File: src/ps2kb_pkg.sv
// types, constants and helpers shared by the ps2 key buffer modules
`timescale 1ns / 1ps

package ps2kb_pkg;

  localparam int RingDepth = 16;
  localparam int RingAw    = (RingDepth > 1) ? $clog2(RingDepth) : 1;

  localparam logic [7:0] ScanExt    = 8'hE0;
  localparam logic [7:0] ScanBreak  = 8'hF0;
  localparam logic [8:0] ReleaseBit = 9'h100;
  localparam logic [8:0] ExtOffset  = 9'd128;

  typedef logic [8:0] key_word_t;
  typedef logic [RingAw-1:0] ring_ptr_t;

  typedef enum logic [1:0] {
    PhIdle  = 2'd0,
    PhBreak = 2'd1,
    PhExt   = 2'd2
  } phase_e;

  typedef enum logic {
    ActScan = 1'b0,
    ActRead = 1'b1
  } action_e;

  // completed word from the decoder
  typedef struct packed {
    logic      valid;
    key_word_t word;
  } push_t;

  // registered ring read result
  typedef struct packed {
    logic      empty;
    key_word_t word;
  } ring_rd_t;

  // result word, lowest field in the lowest bit
  typedef struct packed {
    logic [7:0] code;
    logic       released;
    logic       present;
  } key_out_t;

  function automatic ring_ptr_t ring_next(input ring_ptr_t p);
    ring_ptr_t r;
    if (p == ring_ptr_t'(RingDepth - 1)) begin
      r = '0;
    end else begin
      r = p + ring_ptr_t'(1);
    end
    return r;
  endfunction

endpackage

File: src/ps2kb_decoder.sv
// set-2 prefix decoder that assembles key words from scan bytes
`timescale 1ns / 1ps

module ps2kb_decoder (
  input  logic           clk_i,
  input  logic           rst_ni,
  input  logic           byte_valid_i,
  input  logic [7:0]     scan_byte_i,
  output ps2kb_pkg::push_t push_o
);
  import ps2kb_pkg::*;

  phase_e    phase_q, phase_d;
  key_word_t partial_q, partial_d;
  key_word_t ext_word;

  assign ext_word = {1'b0, scan_byte_i} + ExtOffset;

  always_ff @(posedge clk_i or negedge rst_ni) begin
    if (!rst_ni) begin
      phase_q   <= PhIdle;
      partial_q <= '0;
    end else begin
      phase_q   <= phase_d;
      partial_q <= partial_d;
    end
  end

  always_comb begin
    phase_d     = phase_q;
    partial_d   = partial_q;
    push_o      = '0;
    if (byte_valid_i) begin
      case (phase_q)
        PhBreak: begin
          partial_d   = partial_q | {1'b0, scan_byte_i};
          push_o.valid = 1'b1;
          push_o.word  = partial_d;
          phase_d     = PhIdle;
        end
        PhExt: begin
          if (scan_byte_i == ScanBreak) begin
            partial_d = ReleaseBit;
          end else begin
            partial_d    = partial_q | ext_word;
            push_o.valid = 1'b1;
            push_o.word  = partial_d;
            phase_d      = PhIdle;
          end
        end
        default: begin
          if (scan_byte_i == ScanExt) begin
            partial_d = '0;
            phase_d   = PhExt;
          end else if (scan_byte_i == ScanBreak) begin
            partial_d = ReleaseBit;
            phase_d   = PhBreak;
          end else begin
            partial_d    = {1'b0, scan_byte_i};
            push_o.valid = 1'b1;
            push_o.word  = partial_d;
            phase_d      = PhIdle;
          end
        end
      endcase
    end
  end

endmodule

File: src/ps2kb_ring.sv
// key ring memory with write and read pointers and a registered read port
`timescale 1ns / 1ps

module ps2kb_ring (
  input  logic                clk_i,
  input  logic                rst_ni,
  input  ps2kb_pkg::push_t    push_i,
  input  logic                rd_req_i,
  output ps2kb_pkg::ring_rd_t rd_o
);
  import ps2kb_pkg::*;

  key_word_t mem [RingDepth];
  ring_ptr_t widx_q, widx_d;
  ring_ptr_t ridx_q, ridx_d;
  logic      empty;
  logic      empty_q;
  key_word_t rd_word_q;

  assign empty = (ridx_q == widx_q);

  always_comb begin
    widx_d = push_i.valid ? ring_next(widx_q) : widx_q;
    ridx_d = (rd_req_i && !empty) ? ring_next(ridx_q) : ridx_q;
  end

  always_ff @(posedge clk_i or negedge rst_ni) begin
    if (!rst_ni) begin
      widx_q <= '0;
      ridx_q <= '0;
    end else begin
      widx_q <= widx_d;
      ridx_q <= ridx_d;
    end
  end

  always_ff @(posedge clk_i) begin
    if (push_i.valid) begin
      mem[widx_q] <= push_i.word;
    end
  end

  always_ff @(posedge clk_i) begin
    if (rd_req_i) begin
      rd_word_q <= mem[ridx_q];
      empty_q   <= empty;
    end
  end

  assign rd_o.empty = empty_q;
  assign rd_o.word  = rd_word_q;

endmodule

File: src/ps2_scan_code_key_buffer.sv
// ps2 scan code key buffer top level: decoder, key ring, repeat filter and output register
//
//  channel  | dir | handshake          | tuser         | tdata (lowest bit up)
//  ---------+-----+--------------------+---------------+-------------------------------------
//  s_axis   | in  | tvalid/tready      | action        | scan_byte[7:0]
//  m_axis   | out | tvalid/tready      | -             | key_present, key_released, key_code
//
//  one word per cycle in both directions while the output is taken
//  a read word gives its result via the ring read register, loaded at the accepting edge,
//  and then the filter output register, loaded once the output is free
//  scan words give no result; decoding and the ring write finish at the accepting edge
//  reset clears phase, pointers and last kept word; ring contents are not cleared
//  a stalled output fills the filter stage and then drops s_axis_tready
`timescale 1ns / 1ps

module ps2_scan_code_key_buffer (
  input  logic        clk_i,
  input  logic        rst_ni,
  input  logic        s_axis_tvalid,
  output logic        s_axis_tready,
  input  logic [7:0]  s_axis_tdata,   // scan_byte[7:0]
  input  logic        s_axis_tuser,   // action
  output logic        m_axis_tvalid,
  input  logic        m_axis_tready,
  output logic [15:0] m_axis_tdata    // key_present, key_released, key_code[7:0], zero pad
);
  import ps2kb_pkg::*;

  logic      s_hs;
  logic      rd_req;
  push_t     push;
  ring_rd_t  rd;
  logic      s1_valid_q;
  logic      out_free;
  logic      s1_adv;
  logic      m_valid_q;
  key_out_t  out_q, out_d;
  key_word_t last_q, last_d;

  assign out_free      = !m_valid_q || m_axis_tready;
  assign s1_adv        = s1_valid_q && out_free;
  assign s_axis_tready = !s1_valid_q || out_free;
  assign s_hs          = s_axis_tvalid && s_axis_tready;
  assign rd_req        = s_hs && (s_axis_tuser == ActRead);

  ps2kb_decoder u_decoder (
    .clk_i        (clk_i),
    .rst_ni       (rst_ni),
    .byte_valid_i (s_hs && (s_axis_tuser == ActScan)),
    .scan_byte_i  (s_axis_tdata),
    .push_o       (push)
  );

  ps2kb_ring u_ring (
    .clk_i    (clk_i),
    .rst_ni   (rst_ni),
    .push_i   (push),
    .rd_req_i (rd_req),
    .rd_o     (rd)
  );

  // repeat filter and last kept word
  always_comb begin
    out_d  = '0;
    last_d = last_q;
    if (!rd.empty && (rd.word != last_q)) begin
      out_d.present  = 1'b1;
      out_d.released = rd.word[8];
      out_d.code     = rd.word[7:0];
      if (!(rd.word[8] && (rd.word[7:0] != last_q[7:0]))) begin
        last_d = rd.word;
      end
    end
  end

  always_ff @(posedge clk_i or negedge rst_ni) begin
    if (!rst_ni) begin
      s1_valid_q <= 1'b0;
      m_valid_q  <= 1'b0;
      last_q     <= '0;
    end else begin
      if (rd_req) begin
        s1_valid_q <= 1'b1;
      end else if (s1_adv) begin
        s1_valid_q <= 1'b0;
      end
      if (s1_adv) begin
        m_valid_q <= 1'b1;
        last_q    <= last_d;
      end else if (m_axis_tready) begin
        m_valid_q <= 1'b0;
      end
    end
  end

  always_ff @(posedge clk_i) begin
    if (s1_adv) begin
      out_q <= out_d;
    end
  end

  assign m_axis_tvalid = m_valid_q;
  assign m_axis_tdata  = {6'b0, out_q};

  property p_stall_means_full;
    @(posedge clk_i) disable iff (!rst_ni)
      !s_axis_tready |-> (s1_valid_q && m_valid_q);
  endproperty
  a_stall_means_full: assert property (p_stall_means_full)
    else $error("input stalled while a stage is free");

  property p_read_enters_stage;
    @(posedge clk_i) disable iff (!rst_ni)
      rd_req |=> s1_valid_q;
  endproperty
  a_read_enters_stage: assert property (p_read_enters_stage)
    else $error("accepted read not in filter stage");

  property p_last_only_on_advance;
    @(posedge clk_i) disable iff (!rst_ni)
      !s1_adv |=> $stable(last_q);
  endproperty
  a_last_only_on_advance: assert property (p_last_only_on_advance)
    else $error("last kept word changed without a filtered read");

  property p_absent_is_zero;
    @(posedge clk_i) disable iff (!rst_ni)
      (m_valid_q && !out_q.present) |-> (!out_q.released && (out_q.code == 8'd0));
  endproperty
  a_absent_is_zero: assert property (p_absent_is_zero)
    else $error("empty result carries key data");

endmodule
File: config.mk
export PLATFORM = sky130hd
export DESIGN_NAME = ps2_scan_code_key_buffer
export DESIGN_NICKNAME = d
export VERILOG_FILES = /design/src/ps2kb_pkg.sv /design/src/ps2kb_decoder.sv /design/src/ps2kb_ring.sv /design/src/ps2_scan_code_key_buffer.sv
export SDC_FILE = /design/constraint.sdc
export NUM_CORES = 1
export LEC_CHECK = 0
export BUFFER_PORTS_ARGS = -buffer_cell sky130_fd_sc_hd__buf_2
export CORE_MARGIN = 3
export CORE_UTILIZATION = 55
export DETAILED_ROUTE_END_ITERATION = 6
export MAX_ROUTING_LAYER = met4
export PLACE_DENSITY = 0.86
export SLEW_MARGIN = 20
export SYNTH_ARGS = -nofsm -noshare
export SYNTH_HDL_FRONTEND = slang
export SYNTH_SLANG_ARGS = --single-unit
File: constraint.sdc
create_clock -name clk_i -period 2.64 [get_ports clk_i]
set_clock_uncertainty 0.2 [all_clocks]
set_input_delay 0.528 -clock clk_i [delete_from_list [all_inputs] [get_ports clk_i]]
set_output_delay 0.528 -clock clk_i [all_outputs]
set_load 0.05 [all_outputs]
==> results of run 1 <==
==> per-layer routing <==
layer / GRT usage, % / up-vias / wire [µm]
met2: 38.8 / 198 / 9110
li1: - / 1938 / -
met1: 27.6 / 2246 / 6240
met3: 5.47 / 26 / 1200
met5: - / - / 0
met4: 7.70 / 0 / 324
==> synth_stat cells (2+ instances only) <==
cell	count	area, µm²
mux2i_1	9	90.1
edfxtp_1	164	4920
ha_1	7	87.6
buf_4	8	60.1
o31ai_1	5	37.5
nor3b_1	2	15.0
a21oi_1	20	100
o21a_1	3	22.5
clkbuf_1	11	41.3
mux2_2	9	101
xnor2_1	14	123
o21ai_0	10	50.1
nor3_1	6	30.0
nand3b_1	2	15.0
a22oi_1	4	30.0
buf_2	4	20.0
mux4_2	36	811
nor2_1	23	86.3
dfrtp_1	30	751
a21o_1	2	15.0
and2_1	10	62.6
a211oi_1	10	75.1
inv_1	8	30.0
a31oi_1	3	18.8
nand2b_1	5	31.3
buf_6	2	22.5
nand4_1	3	18.8
nand3_1	7	35.0
nor2b_1	13	81.3
nand2_1	21	78.8
==> registers in the layout, summed over array words and instances, names as in the netlist <==
register	flops
last_q	9
m_axis_tdata	10
m_axis_tvalid	1
s1_valid_q	1
u_decoder.partial_q	9
u_decoder.phase_q	2
u_ring.empty_q	1
u_ring.mem	144
u_ring.rd_word_q	9
u_ring.ridx_q	4
u_ring.widx_q	4
==> power by group <==
part           switching [mW]  internal [mW]
Sequential              0.350           3.66
Clock                    1.07           1.38
Combinational            1.22           1.14
==> per-stage QoR <==
stage	hold WS, ps	TNS [ps]	area (µm²)
finish	179	-735	9220
global route	173	-9840	9220
CTS	156	-120	9220
detailed placement	264	-2540	8640
global placement	262	0	8640
floorplan	32.4	-6.63	8100
==> repair_timing <==
action	4_1_cts	5_1_grt
endpoints found under the hold margin	30	0
resized for setup	1	1
pin swaps	0	1
hold buffers	1	0
setup endpoints to repair	48	104
==> how the worst max path moves through the flow <==
| stage | cells past startpoint | slack, ps | startpoint | end |
|---|---|---|---|---|
| after floorplan | 6 | -0.7 | m_axis_tvalid | u_ring.mem[0][0] |
| after global placement | 6 | 50 | s_axis_tdata[7] | u_ring.mem[2][6] |
| after detailed placement | 6 | -90 | s_axis_tdata[2] | u_ring.mem[2][6] |
| after CTS | 5 | -6 | u_decoder.phase_q[0] | u_ring.mem[0][1] |
| after global routing | 5 | -190 | u_decoder.phase_q[0] | u_ring.mem[11][3] |
| final | 5 | -50 | u_decoder.phase_q[0] | u_ring.mem[14][3] |
==> kinds of logic (layout without fill, tap and decap cells) <==
| logic type | count (synthesis) | in the layout | share of synthesized area [%] |
|---|---|---|---|
| flip-flops | 194 | 194 | 71.0 |
| AO/OA/AOI/OAI | 63 | 63 | 5.01 |
| other | 1 | 6 | 0.0469 |
| multiplexers | 54 | 54 | 12.5 |
| AND/OR/NAND/NOR | 99 | 99 | 6.52 |
| XOR/XNOR | 15 | 15 | 1.64 |
| adder cells (fa/ha/maj) | 7 | 7 | 1.10 |
| buffers and inverters | 33 | 106 | 2.17 |
==> area by class of cell <==
cell class                      count  area, µm²
Sequential cell                   194       5680
Tap cell                          180        225
Clock inverter                     15        141
Clock buffer                       17        425
Timing Repair Buffer               66        479
Fill cell                         925       4820
Inverter                            8       30.0
Multi-Input combinational cell    244       2240
==> critical path, cell delays in order, from the launching register on <==
cell     delay [ps]
dfrtp_1         370
inv_1            60
ha_1            410
or2_2           190
o21ai_1         210
nor2_1          890
==> results.ini, run 1 <==
[synth]
ys_ff_latch=194
yosysUniqueCellTypes=45
synth_seq_area_share_pct=71.0
synth_edf_count=164
postSynth.asyncResetShare_pct=15.5
yosysWarnings=0
synthFlopType=edfxtp_1
syn_inst=466
synth_area_um2=8000
synth_area_per_cell_um2=17.2

[worst_setup_path]
required_ps=2520
worstPathArrival_ps=2560
timing.rr.end=u_ring.mem[14][3]
rr_worst_depth=5
reg2reg_setup_slack_ps=-50
worstSetupEndpointType=flop
timing.rr.start=u_decoder.phase_q[0]
critPathMaxFanout=16
crit_type=reg -> reg
start_kind=flop

[power]
peakVddDrop_uv=548
totalPowerFinal_mw=8.82
power.density_nw_per_um2=957
p_leak_nw=3.24

[sta]
rsz0062_at_grt=true
period_share_pct=102
fin_ws_ps=-47.8
hold_violations=0
setup_viol=16
worst_slew_pin_slew_ps=1080
period_needed_ps=2690
fmax_mhz=372
slew_viol_final=0
max_slew_margin_pct=27.4

[worst_hold_path]
whs_path_depth=2
min-delay-start=s_axis_tdata[4]
hp-class=in -> reg
holdPathEnd=u_decoder.phase_q[1]

[floorplanning]
die-area_um2=16000
rows=43
ios=31
start_util_pct=56.9
die_width_um=127
die_h_um=127
core_area_um2=14000

[clocking]
cts_tree=done
clockBufferDepth=2
h-tree-depth=4
clkTransAtPathRegs_ps=70
clk_latency_ps=430
cts_setup_buffers=0
cts.sinks=194
cts_root_buf=clkbuf_16
cts_buffers=17

[final_layout]
nets=551
fin_cells=724
diodes=0
syn2layout_area_growth_pct=15.3
drive_gt1_share_pct=29.8
layout_common_cells=164 x edfxtp_1, 37 x buf_4, 36 x mux4_2, 28 x dfrtp_1, 24 x buf_2
layout_commonest_cell=edfxtp_1
final_util_pct=65.7

[job]
max_cap_violations=0

[global_route]
overflow=0
grt_max_degree=42
grt_pass1_vias=4590
antenna_found_initial=0
grt_usage_pct=23.0
grt_pass1_wl_um=26400

[detailed_routing]
drt_first_pass_iters=7
antenna_left=0
route.detailed.drc=0
wl_per_cell_um=23.3
vias=4408
viasPerCell=6.09
drtIter0Drc=522
wl_um=16900

[placed_design]
port_buffers=24
pre_cts_ws_ps=-86.1
dp_hpwl_um=11000
gp_congestion=0.824
placed_cells=691

[run_status]
outcome=finished with violations
failed_checks=negative setup slack

Note: power is estimated with default switching activity, not from simulation.
==> run 2: changes to the inputs <==
- CORE_ASPECT_RATIO: unset -> 1.25
==> run 2 against run 1 <==
Effect of this change: the flow now finishes without violations; hold slack gained 9.7 ps; setup slack improved by 190 ps; total power is 2.9% lower; routed wire length fell by 8.5%; final area shrank 0.66%; die area barely moved; non-clock buffer count fell by 6; register-to-register slack improved by 190 ps; core utilization is 0.21 points lower; global-route usage fell by 1.5 points; maximum frequency rose by 7.6%; critical path depth rose by 2.
==> results.ini, run 2 (same netlist as run 1, synthesis figures left out) <==
[detailed_routing]
wl_per_cell_um=21.6
drtIter0Drc=461
vias=4388
wl_um=15400
viasPerCell=6.15
antenna_left=0
drt_first_pass_iters=5
route.detailed.drc=0

[final_layout]
layout_commonest_cell=edfxtp_1
syn2layout_area_growth_pct=14.6
layout_common_cells=164 x edfxtp_1, 36 x mux4_2, 32 x buf_4, 28 x dfrtp_1, 24 x buf_2
top_register=u_ring.mem
drive_gt1_share_pct=29.7
largest_reg_flops=144
fin_area_um2=9160
nets=545
diodes=0

[placed_design]
port_buffers=24
gp_congestion=0.899
dp_hpwl_um=10200
pre_cts_ws_ps=-148
place_area_um2=8550

[global_route]
antenna_found_initial=0
grt_usage_pct=21.5
grt_max_degree=31
grt_pass1_vias=4532
overflow=0
grt_pass1_wl_um=24700

[clocking]
cts_root_buf=clkbuf_16
clk_latency_ps=430
cts_tree=done
clkTransAtPathRegs_ps=70
cts.sinks=194
h-tree-depth=4
clockBufferDepth=2
cts_buffers=17

[power]
switching_share_pct=29.5
totalPowerFinal_mw=8.57
seq_power_share_pct=45.9
peakVddDrop_uv=531
p_leak_nw=3.18
p_comb_share_pct=26.5
p_switching_mw=2.53
power.density_nw_per_um2=935
internal-power_mw=6.04
clockPowerShare_pct=27.6

[worst_setup_path]
worstPathArrival_ps=2470
crit_type=reg -> reg
cp_slowest_cell=dfrtp_1
required_ps=2610
worstSetupEndpointType=flop
reg2reg_setup_slack_ps=140
slowest_delay_ps=370
timing.rr.start=u_decoder.phase_q[0]
rr_worst_depth=7
timing.rr.end=u_ring.mem[14][7]
crit_family=simple AND/OR/NAND/NOR gates
crit_buf_inv=2
critPathMaxFanout=12
cp_cell_sequence=inv_1, ha_1, or2_2, o221a_2, nand2_1, nor2_2, buf_4
start_kind=flop

[worst_hold_path]
whs_path_depth=2
hp-class=in -> reg
holdPathEnd=u_decoder.phase_q[1]
min-delay-start=s_axis_tdata[4]

[sta]
hold_violations=0
slew_viol_final=0
rsz0062_at_grt=false
fin_ws_ps=143
fmax_mhz=400
worst_slew_pin_slew_ps=725
period_share_pct=94.6
max_slew_margin_pct=51.7
setup_viol=0
period_needed_ps=2500

[floorplanning]
die_width_um=114
start_util_pct=57.1
ios=31
rows=48
die_h_um=141
core_area_um2=14000
die-area_um2=16000

[job]
max_cap_violations=0

[run_status]
outcome=complete, no violations

==> run 2: cell types whose count changed in the layout (fill, tap and decap cells not counted), moves of 2 or more <==
cell,previous run,this run
clkinv_1,3,1
clkinv_4,3,1
buf_4,37,32
clkbuf_1,0,2
nor2_1,14,10
clkinvlp_4,2,5
nor2_2,7,10
==> run 2: repair_timing <==
item	in CTS	in global routing
pin swaps	0	2
resized for setup	1	5
endpoints found under the setup margin	16	78
hold endpoints to repair	30	0
buffers inserted	0	3
hold buffers	1	0
==> run 2: area by class of cell <==
class / instances / area [µm²]
tap: 175 / 219
fill: 922 / 4830
inverter: 8 / 30.0
multi-input combinational: 244 / 2260
timing repair buffer: 60 / 430
clock inverter: 13 / 113
clock buffer: 19 / 433
sequential: 194 / 5680
==> run 2: power by group through the flow <==
stage | Sequential (mW) | Combinational, mW | Clock (mW)
after CTS | 3.93 | 2.28 | 2.40
after global routing | 3.96 | 2.48 | 2.53
after floorplan | 3.92 | 1.77 | 0
final | 3.93 | 2.27 | 2.36
after global placement | 3.96 | 2.16 | 0
after detailed placement | 3.99 | 2.25 | 0
==> run 2: worst max path at each step <==
stage	start	endpoint	slack (ps)	cells past startpoint
floorplan	m_axis_tvalid	u_ring.mem[0][0]	-0.7	6
global placement	m_axis_tready	u_ring.mem[2][2]	60	6
detailed placement	m_axis_tready	u_ring.mem[13][6]	-150	5
CTS	u_decoder.phase_q[0]	u_ring.mem[2][1]	70	6
global route	u_decoder.phase_q[0]	u_ring.mem[14][5]	30	7
finish	u_decoder.phase_q[0]	u_ring.mem[14][7]	140	7
==> run 2: worst reg2reg max path: cells and delay by family, from the launching register on <==
| family | cells | cell delay, ps |
|---|---|---|
| AO/OA/AOI/OAI | 1 | 370 |
| adder cells (fa/ha/maj) | 1 | 370 |
| buffers and inverters | 2 | 260 |
| flip-flops | 1 | 370 |
| AND/OR/NAND/NOR | 3 | 670 |
==> run 2: metal layers <==
| metal | part of all wire [%] | routed length [µm] | global-route usage [%] |
|---|---|---|---|
| met5 | 0 | 0 | - |
| met4 | 3.0 | 461 | 10.4 |
| met3 | 6.6 | 1010 | 4.98 |
| met2 | 54 | 8320 | 35.0 |
| met1 | 36 | 5630 | 25.3 |
==> run 2: stage by stage <==
step	setup TNS [ps]	hold WS, ps	instances	utilization, %
after floorplan	-6.63	32.4	471	-
after global placement	0	256	677	61.1
after detailed placement	-2370	263	677	61.1
after CTS	0	171	710	65.1
after global routing	0	187	713	65.5
final	0	189	713	65.5
